--- src/audio_silence_trim_bounds_assert.svh ---
// Assertion macros used by the RTL. Clocked on i_clk, off while i_rst_n is low.
`ifndef AUDIO_SILENCE_TRIM_BOUNDS_ASSERT_SVH
`define AUDIO_SILENCE_TRIM_BOUNDS_ASSERT_SVH

// Property must hold at every clock edge.
`define ASB_ASSERT(label, prop, msg) \
    label: assert property (@(posedge i_clk) disable iff (!i_rst_n) (prop)) \
        else $error(msg);

// When cond holds, expect holds on the next edge.
`define ASB_ASSERT_NEXT(label, cond, expect_prop, msg) \
    label: assert property (@(posedge i_clk) disable iff (!i_rst_n) \
        (cond) |=> (expect_prop)) else $error(msg);

`endif

--- src/asb_pkg.sv ---
`timescale 1ns / 1ps
`default_nettype none
package asb_pkg;

    localparam int SAMPLE_BITS  = 24;
    localparam int INDEX_BITS   = 32;
    localparam int THRESH_BITS  = 24;
    localparam int CFG_BITS     = 32;
    localparam int OUT_BITS     = 32;
    localparam int CFG_IDX_BITS = 2;

    localparam int MAG_BITS  = (SAMPLE_BITS > THRESH_BITS) ? SAMPLE_BITS : THRESH_BITS;
    // Bounds arithmetic: index or margin, plus one, plus margin.
    localparam int CALC_BITS = ((INDEX_BITS > CFG_BITS) ? INDEX_BITS : CFG_BITS) + 2;

    localparam int S_TDATA_BITS = ((2 * SAMPLE_BITS + 7) / 8) * 8;
    localparam int M_TDATA_BITS = 2 * OUT_BITS;

    localparam int FIFO_DEPTH    = 4;
    localparam int FIFO_PTR_BITS = $clog2(FIFO_DEPTH);
    localparam int FIFO_CNT_BITS = $clog2(FIFO_DEPTH + 1);

    typedef enum logic [CFG_IDX_BITS-1:0] {
        CFG_THRESHOLD   = 2'd0,
        CFG_MARGIN      = 2'd1,
        CFG_MIN_SILENCE = 2'd2
    } t_cfg_idx;

    // One classified frame, front to back.
    typedef struct packed {
        logic                  loud;
        logic                  last_frame;
        logic [INDEX_BITS-1:0] idx;
    } t_frame_info;

    // Clip summary handed to the bounds pipeline on the final frame.
    typedef struct packed {
        logic                  found;
        logic [INDEX_BITS-1:0] first_idx;
        logic [INDEX_BITS-1:0] last_idx;
        logic [INDEX_BITS-1:0] final_idx;
    } t_clip_sum;

endpackage
`default_nettype wire

--- src/asb_front.sv ---
`timescale 1ns / 1ps
`default_nettype none
module asb_front (
    input  wire logic                           i_clk,
    input  wire logic                           i_rst_n,
    input  wire logic                           i_valid,
    output logic                                o_ready,
    input  wire logic [asb_pkg::SAMPLE_BITS-1:0] i_left,
    input  wire logic [asb_pkg::SAMPLE_BITS-1:0] i_right,
    input  wire logic                           i_readable,
    input  wire logic                           i_last,
    input  wire logic [asb_pkg::THRESH_BITS-1:0] i_threshold,
    input  wire logic                           i_full,
    output logic                                o_push,
    output asb_pkg::t_frame_info                o_info
);
    import asb_pkg::*;

    logic [INDEX_BITS-1:0]  r_count;
    logic [INDEX_BITS-1:0]  n_count;
    logic [SAMPLE_BITS-1:0] mag_l;
    logic [SAMPLE_BITS-1:0] mag_r;
    logic [MAG_BITS-1:0]    mag_max;
    logic [MAG_BITS-1:0]    thr_ext;

    // Two's complement magnitude; most negative value maps to the sign weight.
    assign mag_l = i_left[SAMPLE_BITS-1]  ? (~i_left + 1'b1)  : i_left;
    assign mag_r = i_right[SAMPLE_BITS-1] ? (~i_right + 1'b1) : i_right;

    assign mag_max = (mag_l > mag_r) ? MAG_BITS'(mag_l) : MAG_BITS'(mag_r);
    assign thr_ext = MAG_BITS'(i_threshold);

    assign o_ready = !i_full;
    assign o_push  = i_valid && !i_full;

    assign o_info.loud       = i_readable && (mag_max >= thr_ext);
    assign o_info.last_frame = i_last;
    assign o_info.idx        = r_count;

    always_comb begin
        n_count = r_count;
        if (o_push) begin
            if (i_last) begin
                n_count = '0;
            end else if (r_count != {INDEX_BITS{1'b1}}) begin
                n_count = r_count + 1'b1;
            end
        end
    end

    always_ff @(posedge i_clk) begin
        if (!i_rst_n) begin
            r_count <= '0;
        end else begin
            r_count <= n_count;
        end
    end

endmodule
`default_nettype wire

--- src/asb_fifo.sv ---
`timescale 1ns / 1ps
`default_nettype none
module asb_fifo (
    input  wire logic                 i_clk,
    input  wire logic                 i_rst_n,
    input  wire logic                 i_push,
    input  wire asb_pkg::t_frame_info i_data,
    output logic                      o_full,
    input  wire logic                 i_pop,
    output logic                      o_valid,
    output asb_pkg::t_frame_info      o_data
);
    import asb_pkg::*;

    t_frame_info               r_mem [FIFO_DEPTH];
    logic [FIFO_PTR_BITS-1:0]  r_wr_ptr;
    logic [FIFO_PTR_BITS-1:0]  r_rd_ptr;
    logic [FIFO_CNT_BITS-1:0]  r_count;

    assign o_full  = (r_count == FIFO_CNT_BITS'(FIFO_DEPTH));
    assign o_valid = (r_count != '0);
    assign o_data  = r_mem[r_rd_ptr];

    always_ff @(posedge i_clk) begin
        if (i_push) begin
            r_mem[r_wr_ptr] <= i_data;
        end
    end

    always_ff @(posedge i_clk) begin
        if (!i_rst_n) begin
            r_wr_ptr <= '0;
            r_rd_ptr <= '0;
            r_count  <= '0;
        end else begin
            if (i_push) begin
                r_wr_ptr <= r_wr_ptr + 1'b1;
            end
            if (i_pop) begin
                r_rd_ptr <= r_rd_ptr + 1'b1;
            end
            unique case ({i_push, i_pop})
                2'b10:   r_count <= r_count + 1'b1;
                2'b01:   r_count <= r_count - 1'b1;
                default: r_count <= r_count;
            endcase
        end
    end

`include "audio_silence_trim_bounds_assert.svh"

    `ASB_ASSERT(a_fifo_no_overflow, !(i_push && o_full), "asb_fifo: push while full")
    `ASB_ASSERT(a_fifo_no_underflow, !(i_pop && !o_valid), "asb_fifo: pop while empty")
    `ASB_ASSERT(a_fifo_count_range, r_count <= FIFO_CNT_BITS'(FIFO_DEPTH), "asb_fifo: bad fill")
    `ASB_ASSERT_NEXT(a_fifo_count_up, i_push && !i_pop,
        r_count == $past(r_count) + 1'b1, "asb_fifo: fill not incremented")

endmodule
`default_nettype wire

--- src/asb_track.sv ---
`timescale 1ns / 1ps
`default_nettype none
module asb_track (
    input  wire logic                 i_clk,
    input  wire logic                 i_rst_n,
    input  wire logic                 i_valid,
    input  wire asb_pkg::t_frame_info i_info,
    output logic                      o_pop,
    output logic                      o_sum_valid,
    input  wire logic                 i_sum_ready,
    output asb_pkg::t_clip_sum        o_sum
);
    import asb_pkg::*;

    logic                  r_any;
    logic [INDEX_BITS-1:0] r_first;
    logic [INDEX_BITS-1:0] r_last;
    logic                  n_any;
    logic [INDEX_BITS-1:0] n_first;
    logic [INDEX_BITS-1:0] n_last;

    // A final frame waits until the bounds pipeline can take its summary.
    assign o_pop       = i_valid && (!i_info.last_frame || i_sum_ready);
    assign o_sum_valid = i_valid && i_info.last_frame;

    always_comb begin
        n_any   = r_any;
        n_first = r_first;
        n_last  = r_last;
        if (i_info.loud) begin
            if (!r_any) begin
                n_first = i_info.idx;
            end
            n_last = i_info.idx;
            n_any  = 1'b1;
        end
    end

    assign o_sum.found     = n_any;
    assign o_sum.first_idx = n_first;
    assign o_sum.last_idx  = n_last;
    assign o_sum.final_idx = i_info.idx;

    always_ff @(posedge i_clk) begin
        if (!i_rst_n) begin
            r_any   <= 1'b0;
            r_first <= '0;
            r_last  <= '0;
        end else if (o_pop) begin
            if (i_info.last_frame) begin
                r_any   <= 1'b0;
                r_first <= '0;
                r_last  <= '0;
            end else begin
                r_any   <= n_any;
                r_first <= n_first;
                r_last  <= n_last;
            end
        end
    end

endmodule
`default_nettype wire

--- src/asb_bounds.sv ---
`timescale 1ns / 1ps
`default_nettype none
module asb_bounds (
    input  wire logic                        i_clk,
    input  wire logic                        i_rst_n,
    input  wire logic                        i_valid,
    output logic                             o_ready,
    input  wire asb_pkg::t_clip_sum          i_sum,
    input  wire logic [asb_pkg::CFG_BITS-1:0] i_margin,
    input  wire logic [asb_pkg::CFG_BITS-1:0] i_min_sil,
    output logic                             o_valid,
    input  wire logic                        i_ready,
    output logic                             o_found,
    output logic [asb_pkg::OUT_BITS-1:0]     o_start,
    output logic [asb_pkg::OUT_BITS-1:0]     o_end
);
    import asb_pkg::*;

    logic [CALC_BITS-1:0] first_x;
    logic [CALC_BITS-1:0] last_x;
    logic [CALC_BITS-1:0] margin_x;
    logic [CALC_BITS-1:0] min_x;

    // stage 1: raw start and end
    logic                 r_s1_valid;
    logic                 r_s1_found;
    logic [CALC_BITS-1:0] r_s1_start;
    logic [CALC_BITS-1:0] r_s1_end;
    logic [CALC_BITS-1:0] r_s1_total;
    // stage 2: end clamped to clip, start edge check
    logic                 r_s2_valid;
    logic                 r_s2_found;
    logic [CALC_BITS-1:0] r_s2_start;
    logic [CALC_BITS-1:0] r_s2_end;
    logic [CALC_BITS-1:0] r_s2_total;
    // output register
    logic                 r_o_valid;
    logic                 r_o_found;
    logic [OUT_BITS-1:0]  r_o_start;
    logic [OUT_BITS-1:0]  r_o_end;

    logic                 rdy_o;
    logic                 rdy_s2;
    logic [CALC_BITS-1:0] tail_gap;
    logic [CALC_BITS-1:0] end_fin;

    assign first_x  = CALC_BITS'(i_sum.first_idx);
    assign last_x   = CALC_BITS'(i_sum.last_idx);
    assign margin_x = CALC_BITS'(i_margin);
    assign min_x    = CALC_BITS'(i_min_sil);

    assign rdy_o   = !r_o_valid || i_ready;
    assign rdy_s2  = !r_s2_valid || rdy_o;
    assign o_ready = !r_s1_valid || rdy_s2;

    assign tail_gap = r_s2_total - r_s2_end;
    assign end_fin  = (tail_gap < min_x) ? r_s2_total : r_s2_end;

    always_ff @(posedge i_clk) begin
        if (o_ready) begin
            r_s1_found <= i_sum.found;
            r_s1_start <= (first_x >= margin_x) ? (first_x - margin_x) : '0;
            r_s1_end   <= last_x + margin_x + 1'b1;
            r_s1_total <= CALC_BITS'(i_sum.final_idx) + 1'b1;
        end
        if (rdy_s2) begin
            r_s2_found <= r_s1_found;
            r_s2_start <= (r_s1_start < min_x) ? '0 : r_s1_start;
            r_s2_end   <= (r_s1_end > r_s1_total) ? r_s1_total : r_s1_end;
            r_s2_total <= r_s1_total;
        end
        if (rdy_o) begin
            r_o_found <= r_s2_found;
            r_o_start <= r_s2_found ? OUT_BITS'(r_s2_start) : '0;
            r_o_end   <= r_s2_found ? OUT_BITS'(end_fin) : '0;
        end
    end

    always_ff @(posedge i_clk) begin
        if (!i_rst_n) begin
            r_s1_valid <= 1'b0;
            r_s2_valid <= 1'b0;
            r_o_valid  <= 1'b0;
        end else begin
            if (o_ready) begin
                r_s1_valid <= i_valid;
            end
            if (rdy_s2) begin
                r_s2_valid <= r_s1_valid;
            end
            if (rdy_o) begin
                r_o_valid <= r_s2_valid;
            end
        end
    end

    assign o_valid = r_o_valid;
    assign o_found = r_o_found;
    assign o_start = r_o_start;
    assign o_end   = r_o_end;

endmodule
`default_nettype wire

--- src/audio_silence_trim_bounds.sv ---
// Silence trim bounds finder. Stereo frames of a clip stream in on the slave side, one
// transfer per clock while the four-entry queue is not full; tlast marks the final frame
// of the clip and tuser says the frame was readable (an unreadable frame is counted but
// never loud). A frame is loud when max(|left|, |right|) >= threshold. On the final frame
// one result leaves on the master side: tuser = sound found, and in tdata the first frame
// to keep and the exclusive end frame, both widened by the margin, clamped to the clip,
// and left untrimmed at an edge whose silence is shorter than the minimum; a silent clip
// gives zeros. Non-final frames give nothing. The front classifies and numbers each frame
// in its accept cycle, a four-entry queue decouples it from the tracker, and a
// three-register bounds pipeline (stage 1, stage 2, output register) follows. Frame indices
// saturate at all ones for very long clips. Registers (index: 0 threshold, 1 margin,
// 2 minimum silence) must be written only while the block is idle; it does not enforce this.
`timescale 1ns / 1ps
`default_nettype none
module audio_silence_trim_bounds (
    input  wire logic                             i_clk,
    input  wire logic                             i_rst_n,
    // slave side
    input  wire logic                             i_s_tvalid,
    output logic                                  o_s_tready,
    // [SAMPLE_BITS-1:0] left_sample, [2*SAMPLE_BITS-1:SAMPLE_BITS] right_sample, zero pad
    input  wire logic [asb_pkg::S_TDATA_BITS-1:0] i_s_tdata,
    // [0] frame_readable
    input  wire logic                             i_s_tuser,
    input  wire logic                             i_s_tlast,
    // master side
    output logic                                  o_m_tvalid,
    input  wire logic                             i_m_tready,
    // [31:0] start_frame, [63:32] end_frame
    output logic [asb_pkg::M_TDATA_BITS-1:0]      o_m_tdata,
    // [0] sound_found
    output logic                                  o_m_tuser,
    // configuration write port
    input  wire logic                             i_cfg_we,
    input  wire logic [asb_pkg::CFG_IDX_BITS-1:0] i_cfg_idx,
    input  wire logic [asb_pkg::CFG_BITS-1:0]     i_cfg_wdata
);
    import asb_pkg::*;

    logic [THRESH_BITS-1:0] r_threshold;
    logic [CFG_BITS-1:0]    r_margin;
    logic [CFG_BITS-1:0]    r_min_sil;

    logic        fifo_full;
    logic        fifo_push;
    logic        fifo_pop;
    logic        fifo_valid;
    t_frame_info push_info;
    t_frame_info head_info;

    logic        sum_valid;
    logic        sum_ready;
    t_clip_sum   clip_sum;

    logic [OUT_BITS-1:0] res_start;
    logic [OUT_BITS-1:0] res_end;

    // Config registers; unknown indices are dropped.
    always_ff @(posedge i_clk) begin
        if (!i_rst_n) begin
            r_threshold <= '0;
            r_margin    <= '0;
            r_min_sil   <= '0;
        end else if (i_cfg_we) begin
            unique case (i_cfg_idx)
                CFG_THRESHOLD:   r_threshold <= i_cfg_wdata[THRESH_BITS-1:0];
                CFG_MARGIN:      r_margin    <= i_cfg_wdata;
                CFG_MIN_SILENCE: r_min_sil   <= i_cfg_wdata;
                default:         ;
            endcase
        end
    end

    asb_front u_front (
        .i_clk       (i_clk),
        .i_rst_n     (i_rst_n),
        .i_valid     (i_s_tvalid),
        .o_ready     (o_s_tready),
        .i_left      (i_s_tdata[SAMPLE_BITS-1:0]),
        .i_right     (i_s_tdata[2*SAMPLE_BITS-1:SAMPLE_BITS]),
        .i_readable  (i_s_tuser),
        .i_last      (i_s_tlast),
        .i_threshold (r_threshold),
        .i_full      (fifo_full),
        .o_push      (fifo_push),
        .o_info      (push_info)
    );

    asb_fifo u_fifo (
        .i_clk   (i_clk),
        .i_rst_n (i_rst_n),
        .i_push  (fifo_push),
        .i_data  (push_info),
        .o_full  (fifo_full),
        .i_pop   (fifo_pop),
        .o_valid (fifo_valid),
        .o_data  (head_info)
    );

    asb_track u_track (
        .i_clk       (i_clk),
        .i_rst_n     (i_rst_n),
        .i_valid     (fifo_valid),
        .i_info      (head_info),
        .o_pop       (fifo_pop),
        .o_sum_valid (sum_valid),
        .i_sum_ready (sum_ready),
        .o_sum       (clip_sum)
    );

    asb_bounds u_bounds (
        .i_clk     (i_clk),
        .i_rst_n   (i_rst_n),
        .i_valid   (sum_valid),
        .o_ready   (sum_ready),
        .i_sum     (clip_sum),
        .i_margin  (r_margin),
        .i_min_sil (r_min_sil),
        .o_valid   (o_m_tvalid),
        .i_ready   (i_m_tready),
        .o_found   (o_m_tuser),
        .o_start   (res_start),
        .o_end     (res_end)
    );

    assign o_m_tdata = {res_end, res_start};

endmodule
`default_nettype wire
--- config.mk ---
export PLATFORM = sky130hd
export DESIGN_NAME = audio_silence_trim_bounds
export DESIGN_NICKNAME = d
export VERILOG_FILES = /design/src/asb_pkg.sv /design/src/asb_front.sv /design/src/asb_fifo.sv /design/src/asb_track.sv /design/src/asb_bounds.sv /design/src/audio_silence_trim_bounds.sv
export VERILOG_INCLUDE_DIRS = /design/src /design/src/src
export SDC_FILE = /design/constraint.sdc
export NUM_CORES = 1
export LEC_CHECK = 0
export BUFFER_PORTS_ARGS = -buffer_cell sky130_fd_sc_hd__buf_2
export CAP_MARGIN = 20
export CORE_ASPECT_RATIO = 0.75
export CORE_MARGIN = 8
export CORE_UTILIZATION = 55
export CTS_CLUSTER_DIAMETER = 120
export DETAILED_ROUTE_END_ITERATION = 10
export HOLD_SLACK_MARGIN = 0.15
export PLACE_DENSITY = 0.73
export SLEW_MARGIN = 20
export SYNTH_ARGS = -nofsm -noshare
export SYNTH_HDL_FRONTEND = slang
export SYNTH_SLANG_ARGS = --single-unit
--- constraint.sdc ---
create_clock -name i_clk -period 9.5 [get_ports i_clk]
set_clock_uncertainty 0.2 [all_clocks]
set_input_delay 0.475 -clock i_clk [delete_from_list [all_inputs] [get_ports i_clk]]
set_output_delay 0.475 -clock i_clk [all_outputs]
set_load 0.005 [all_outputs]
### Word level (Yosys, flattened, before mapping)

Memory sizes are Yosys's and may differ from the RTL's. A register that Yosys moved wholly into a read port is not among the register bits.
Cells that the tools add are included.

| cells by class | value |
|---|---|
| add/sub/neg operators | 12 |
| $lt $le $gt $ge | 6 |
| multiplexer cells | 19 |
| bitwise logic cells | 2 |
| equal/unequal tests | 6 |
| reductions and logical operators | 21 |

Operators with widths:

| kind | count |
|---|---|
| two-way mux 32 bit | 8 |
| two-way mux 24 bit | 3 |
| < comparator 34 x 32 -> 1 bit | 2 |
| adder 24 x 1 -> 24 bit, second input constant | 2 |
| NOT 24 bit | 2 |
| adder 34 x 1 -> 34 bit, second input constant | 1 |
| > comparator 34 bit | 1 |
| two-way mux 34 bit | 1 |
| subtractor 34 bit | 1 |
| adder 32 x 1 -> 33 bit, second input constant | 1 |
| adder 32 x 32 -> 33 bit | 1 |
| subtractor 32 x 32 -> 33 bit | 1 |
| adder 32 x 1 -> 32 bit, second input constant | 1 |
| >= comparator 32 bit | 1 |
| inequality test 32 bit, second input constant | 1 |
| >= comparator 24 bit | 1 |
| > comparator 24 bit | 1 |
| AND reduction 2 bit | 4 |
| one-hot mux 3 bit (2 select lines) | 1 |
| logical NOT 1 bit | 5 |
| adder 2 x 1 -> 2 bit, second input constant | 2 |
| == test 2 x 1 -> 1 bit, second input constant | 2 |
| == test 2 bit, second input constant | 2 |
| logical AND 1 bit | 4 |
| other kinds (9) | 17 |

| word-level totals | value |
|---|---|
| memories kept | 1 |
| bits of input ports | 89 |
| bits in writable memories | 136 |
| output and inout port bits | 67 |
| logic and storage cells | 91 |
| flip-flop bits (word level) | 463 |

Memories:

| name | depth | bits a word | read ports | clocked after memory_dff | write ports | line | source |
|---|---|---|---|---|---|---|---|
| u_fifo.r_mem | 4 | 34 | 1 | 1 | 1 | asb_fifo.sv:15 | `t_frame_info r_mem [FIFO_DEPTH];` |

### Depth between registers and ports, before layout

| depth | value |
|---|---|
| depth in word-level cells | 8 |
| mapped depth | 34 |
| depth with buffers taken out | 32 |

### Modules after synthesis

From an unflattened synthesis, not the netlist that was laid out.

| unflattened totals | value |
|---|---|
| cells, all modules | 3169 |
| area total of the unflattened synthesis | 34822.1 um2 |

Modules (own cells, without submodules):

| module | times used | area an instance (um2) | cells each | seq. area each (um2) |
|---|---|---|---|---|
| asb_bounds | 1 | 18351.4 | 1749 | 8047.7 |
| asb_fifo | 1 | 5406.4 | 224 | 4264.1 |
| asb_front | 1 | 4100.2 | 542 | 640.6 |
| asb_track | 1 | 3622.2 | 331 | 1301.2 |
| audio_silence_trim_bounds | 1 | 3342.0 | 323 | 1761.7 |

### Least setup slack after synthesis

Ideal clock, no wire load.

| timing | value |
|---|---|
| path type | in2reg |
| start point | input port i_s_tdata[5] (netlist name) |
| end point | memory u_fifo.r_mem[0][33] (netlist name), data pin |
| library setup time | 0.281 ns |
| path buffers | 2 |
| stages | 32 |
| data arrival time | 6.726 ns |
| slack | 2.293 ns |
| path through | or4_1 -> or2_2 -> or4_1 -> or4_1 -> o31a_1 -> xnor2_1 -> inv_1 -> ha_1 -> nor2b_1 -> o21ai_0 -> nand2b_1 -> a21oi_1 -> nor2b_1 -> o21ai_0 -> nand2b_1 -> a221oi_1 -> a31o_2 -> clkbuf_1 -> clkbuf_1 -> mux2i_1 -> ha_1 -> nand2b_1 -> a21o_1 -> a21o_1 -> a21o_1 -> a21o_1 -> a21o_1 -> a21o_1 -> a21oi_1 -> o31ai_1 -> nand4_1 -> a31oi_1 |

RTL lines:

| what | line | source |
|---|---|---|
| start, declared | audio_silence_trim_bounds.sv:22 | `input wire logic [asb_pkg::S_TDATA_BITS-1:0] i_s_tdata,` |
| end, declared | asb_fifo.sv:15 |  |

==> flow_summary.ini <==
[cts]
cts_buffers = 59
clockBufferDepth = 3
cts-root-buf = clkbuf_16
clock-sinks = 599
cts_tree = yes
postCtsSetupRepairBufs = 0
insertion_delay_ps = 640
path_clk_slew_ps = 70
htreeDepth = 2

[layout]
antenna_cells = 0
stdcell_count = 4272
nFillCells = 4975
final_common_cell = edfxtp_1
nets = 3756
drive_above_1_share = 0.130
syn_to_final_growth_pct = 11.6
final_cell_mix = edfxtp_1, nand2_1, ha_1

[setup_path]
crit_type = input pin to register
slowest_delay_ps = 560
crit_required_ps = 9630
critPathCaptureType = register
crit_fanout = 19
cp-start-kind = input pin
arrival_ps = 7230
crit_top_cell = a21oi_1
crit_slowest_cell = or4_1

[synthesis]
synth_top_family_by_area = simple AND/OR/NAND/NOR gates
synth-simple-area-share = 0.153
async_reset_ff_frac = 0
yosysSeqAreaShare = 0.469
netlist_instances = 3263
synth_warnings = 0
netlist_area_mm2 = 0.0341
synth_cell_types = 95
synth_compound_area_frac = 0.129
synth_mux_area_frac = 0.0616
avgSynthCellArea_um2 = 10.5
synth_edf_count = 402
synth_fa_ha_area_frac = 0.0940
synth_fp_nets = 3606
ys_ff_latch = 599
synth_ff_type = edfxtp_1
synth-xor-area-share = 0.0538

[die]
die-area_mm2 = 0.0704
die_h_um = 232
core_mm2 = 0.0617
boundaryPins = 156
dieWidth_um = 304
initial_core_util = 0.553
rows = 79

[detailed_routing]
wirelength_um = 88600
drtIter0Drc = 2155
post_drt_wl_per_cell_um = 20.7
wl_met1_um = 41400
first_pass_iters = 6
met3_length_um = 6470
met2WireLength_um = 38300
viasPerCell = 5.87
drc = 0
maxUsedRoutingLayer = met4
route.vias.total = 25100
antenna_left = 0

[hold_path]
min_path_type = input pin to register

[sta]
finalHoldViolCount = 0
fin_crit_ps = 7100
worst_slew_pin_slew_ps = 1090
rsz0062_at_grt = false
relSlewSlack = 0.276
finalMaxSlewViolations = 0
final-setup-viol-count = 0
setup_tns_ps = 0
finalCritPeriodShare = 0.747
maxClockFrequency_ghz = 0.141

[placement]
place.gp.congestion = 0.933
placedCellCount = 4124
port_buffers = 155
dp_hpwl_um = 65900

[global_routing]
grt_max_degree = 131
grt_overflow = 0
antenna_found_initial = 1
grt_use_total = 0.244
grt_pass1_wl_um = 137000
grt_pass1_vias = 24300

[power]
power_leakage_nw = 15.2
p_per_area_mw_per_mm2 = 354
ir_worst_vdd_mv = 0.211

[outcome]
status = complete, no violations

[job]
maxCapViolCount = 0
[metrics by stage]
step                 util  hold slack (ps)  total power, mW  setup WS (ps)  area (µm²)
finish              0.617              240             13.5           2400       38100
CTS                 0.617              217             13.4           2540       38000
global route        0.617              255             14.4           2120       38100
floorplan               -              200             9.01           2290       34100
detailed placement  0.578              230             10.9           1920       35600
global placement    0.578              218             10.7           1980       35600
[routing by layer]
layer | global-route usage | vias to the layer above
met2 | 0.371 | 836
met5 | 0 | -
li1 | - | 12000
met4 | 0.0693 | 0
met1 | 0.356 | 12100
met3 | 0.0431 | 131
[sequential cells by signal, summed over array words and instances (netlist names), 33 cells and up, named ones only]
| name | count |
|---|---|
| u_bounds.r_s1_end | 34 |
| u_bounds.r_s1_start | 33 |
| u_bounds.r_s1_total | 33 |
| u_bounds.r_s2_end | 34 |
| u_bounds.r_s2_total | 33 |
| u_fifo.r_mem | 136 |
[cells in the mapped netlist, types with 9 or more instances]
library cell / count / area, µm²
a211oi_1: 9 / 67.6
a21boi_0: 159 / 1190
a21o_1: 88 / 661
a21oi_1: 137 / 686
a31oi_1: 13 / 81.3
and2_1: 83 / 519
and3_1: 21 / 131
and4_1: 11 / 96.3
buf_1: 9 / 33.8
buf_2: 9 / 45.0
clkbuf_1: 104 / 390
dfxtp_1: 197 / 3940
edfxtp_1: 402 / 12100
ha_1: 250 / 3130
inv_1: 226 / 848
mux2_2: 93 / 1050
mux2i_1: 29 / 290
mux4_2: 34 / 766
nand2_1: 327 / 1230
nand2b_1: 98 / 613
nand3_1: 147 / 736
nand3b_1: 9 / 67.6
nand4_1: 47 / 294
nor2_1: 151 / 567
nor2b_1: 32 / 200
nor3_1: 35 / 175
nor4_1: 13 / 81.3
o21a_1: 18 / 135
o21ai_0: 109 / 546
o21ai_1: 26 / 130
o21bai_1: 20 / 150
o31ai_1: 17 / 128
or4_1: 10 / 75.1
xnor2_1: 106 / 928
xor2_1: 100 / 876
[what timing repair did]
item	4_1_cts	5_1_grt
hold buffers	37	0
endpoints found under the hold margin	99	0
gates resized for setup	0	0
[worst max-delay path: cells and delay by family]
family,cells,cell delay [ps]
compound gates,15,2870
xor+xnor,1,180
fa+ha+maj,2,450
buf+inv,3,560
mux,1,230
simple gates,11,2450
[cells by family after synthesis]
logic type,count (synthesis)
compound gates,662
xor+xnor,208
fa+ha+maj,254
buf+inv,352
flops,599
mux,156
other cells,1
simple gates,1031
[worst paths after layout]
kind / from / endpoint / slack [ps] / cells after the start
max: i_s_tdata[5] / u_fifo.r_mem[0][33] / 2400 / 33
min: i_cfg_idx[0] / r_threshold[3] / 240 / 5
max reg2reg: register / u_bounds.r_s1_start[13] / 2830 / 16
min reg2reg: u_bounds.r_s1_found / u_bounds.r_s2_found / 240 / 0
[area by class of cell]
| cell class | count | area (µm²) | area share |
|---|---|---|---|
| Multi-Input combinational cell | 2312 | 16800 | 0.442 |
| Sequential cell | 599 | 16000 | 0.421 |
| Clock buffer | 73 | 1570 | 0.0412 |
| Timing Repair Buffer | 215 | 1340 | 0.0352 |
| Tap cell | 810 | 1010 | 0.0266 |
| Inverter | 226 | 848 | 0.0223 |
| Clock inverter | 37 | 470 | 0.0124 |
[power by group]
group | internal (mW) | switching [mW]
logic | 2.86 | 4.08
registers | 3.68 | 0.386
clock network | 1.45 | 1.04
No activity file was read; power rests on OpenSTA's default activity.
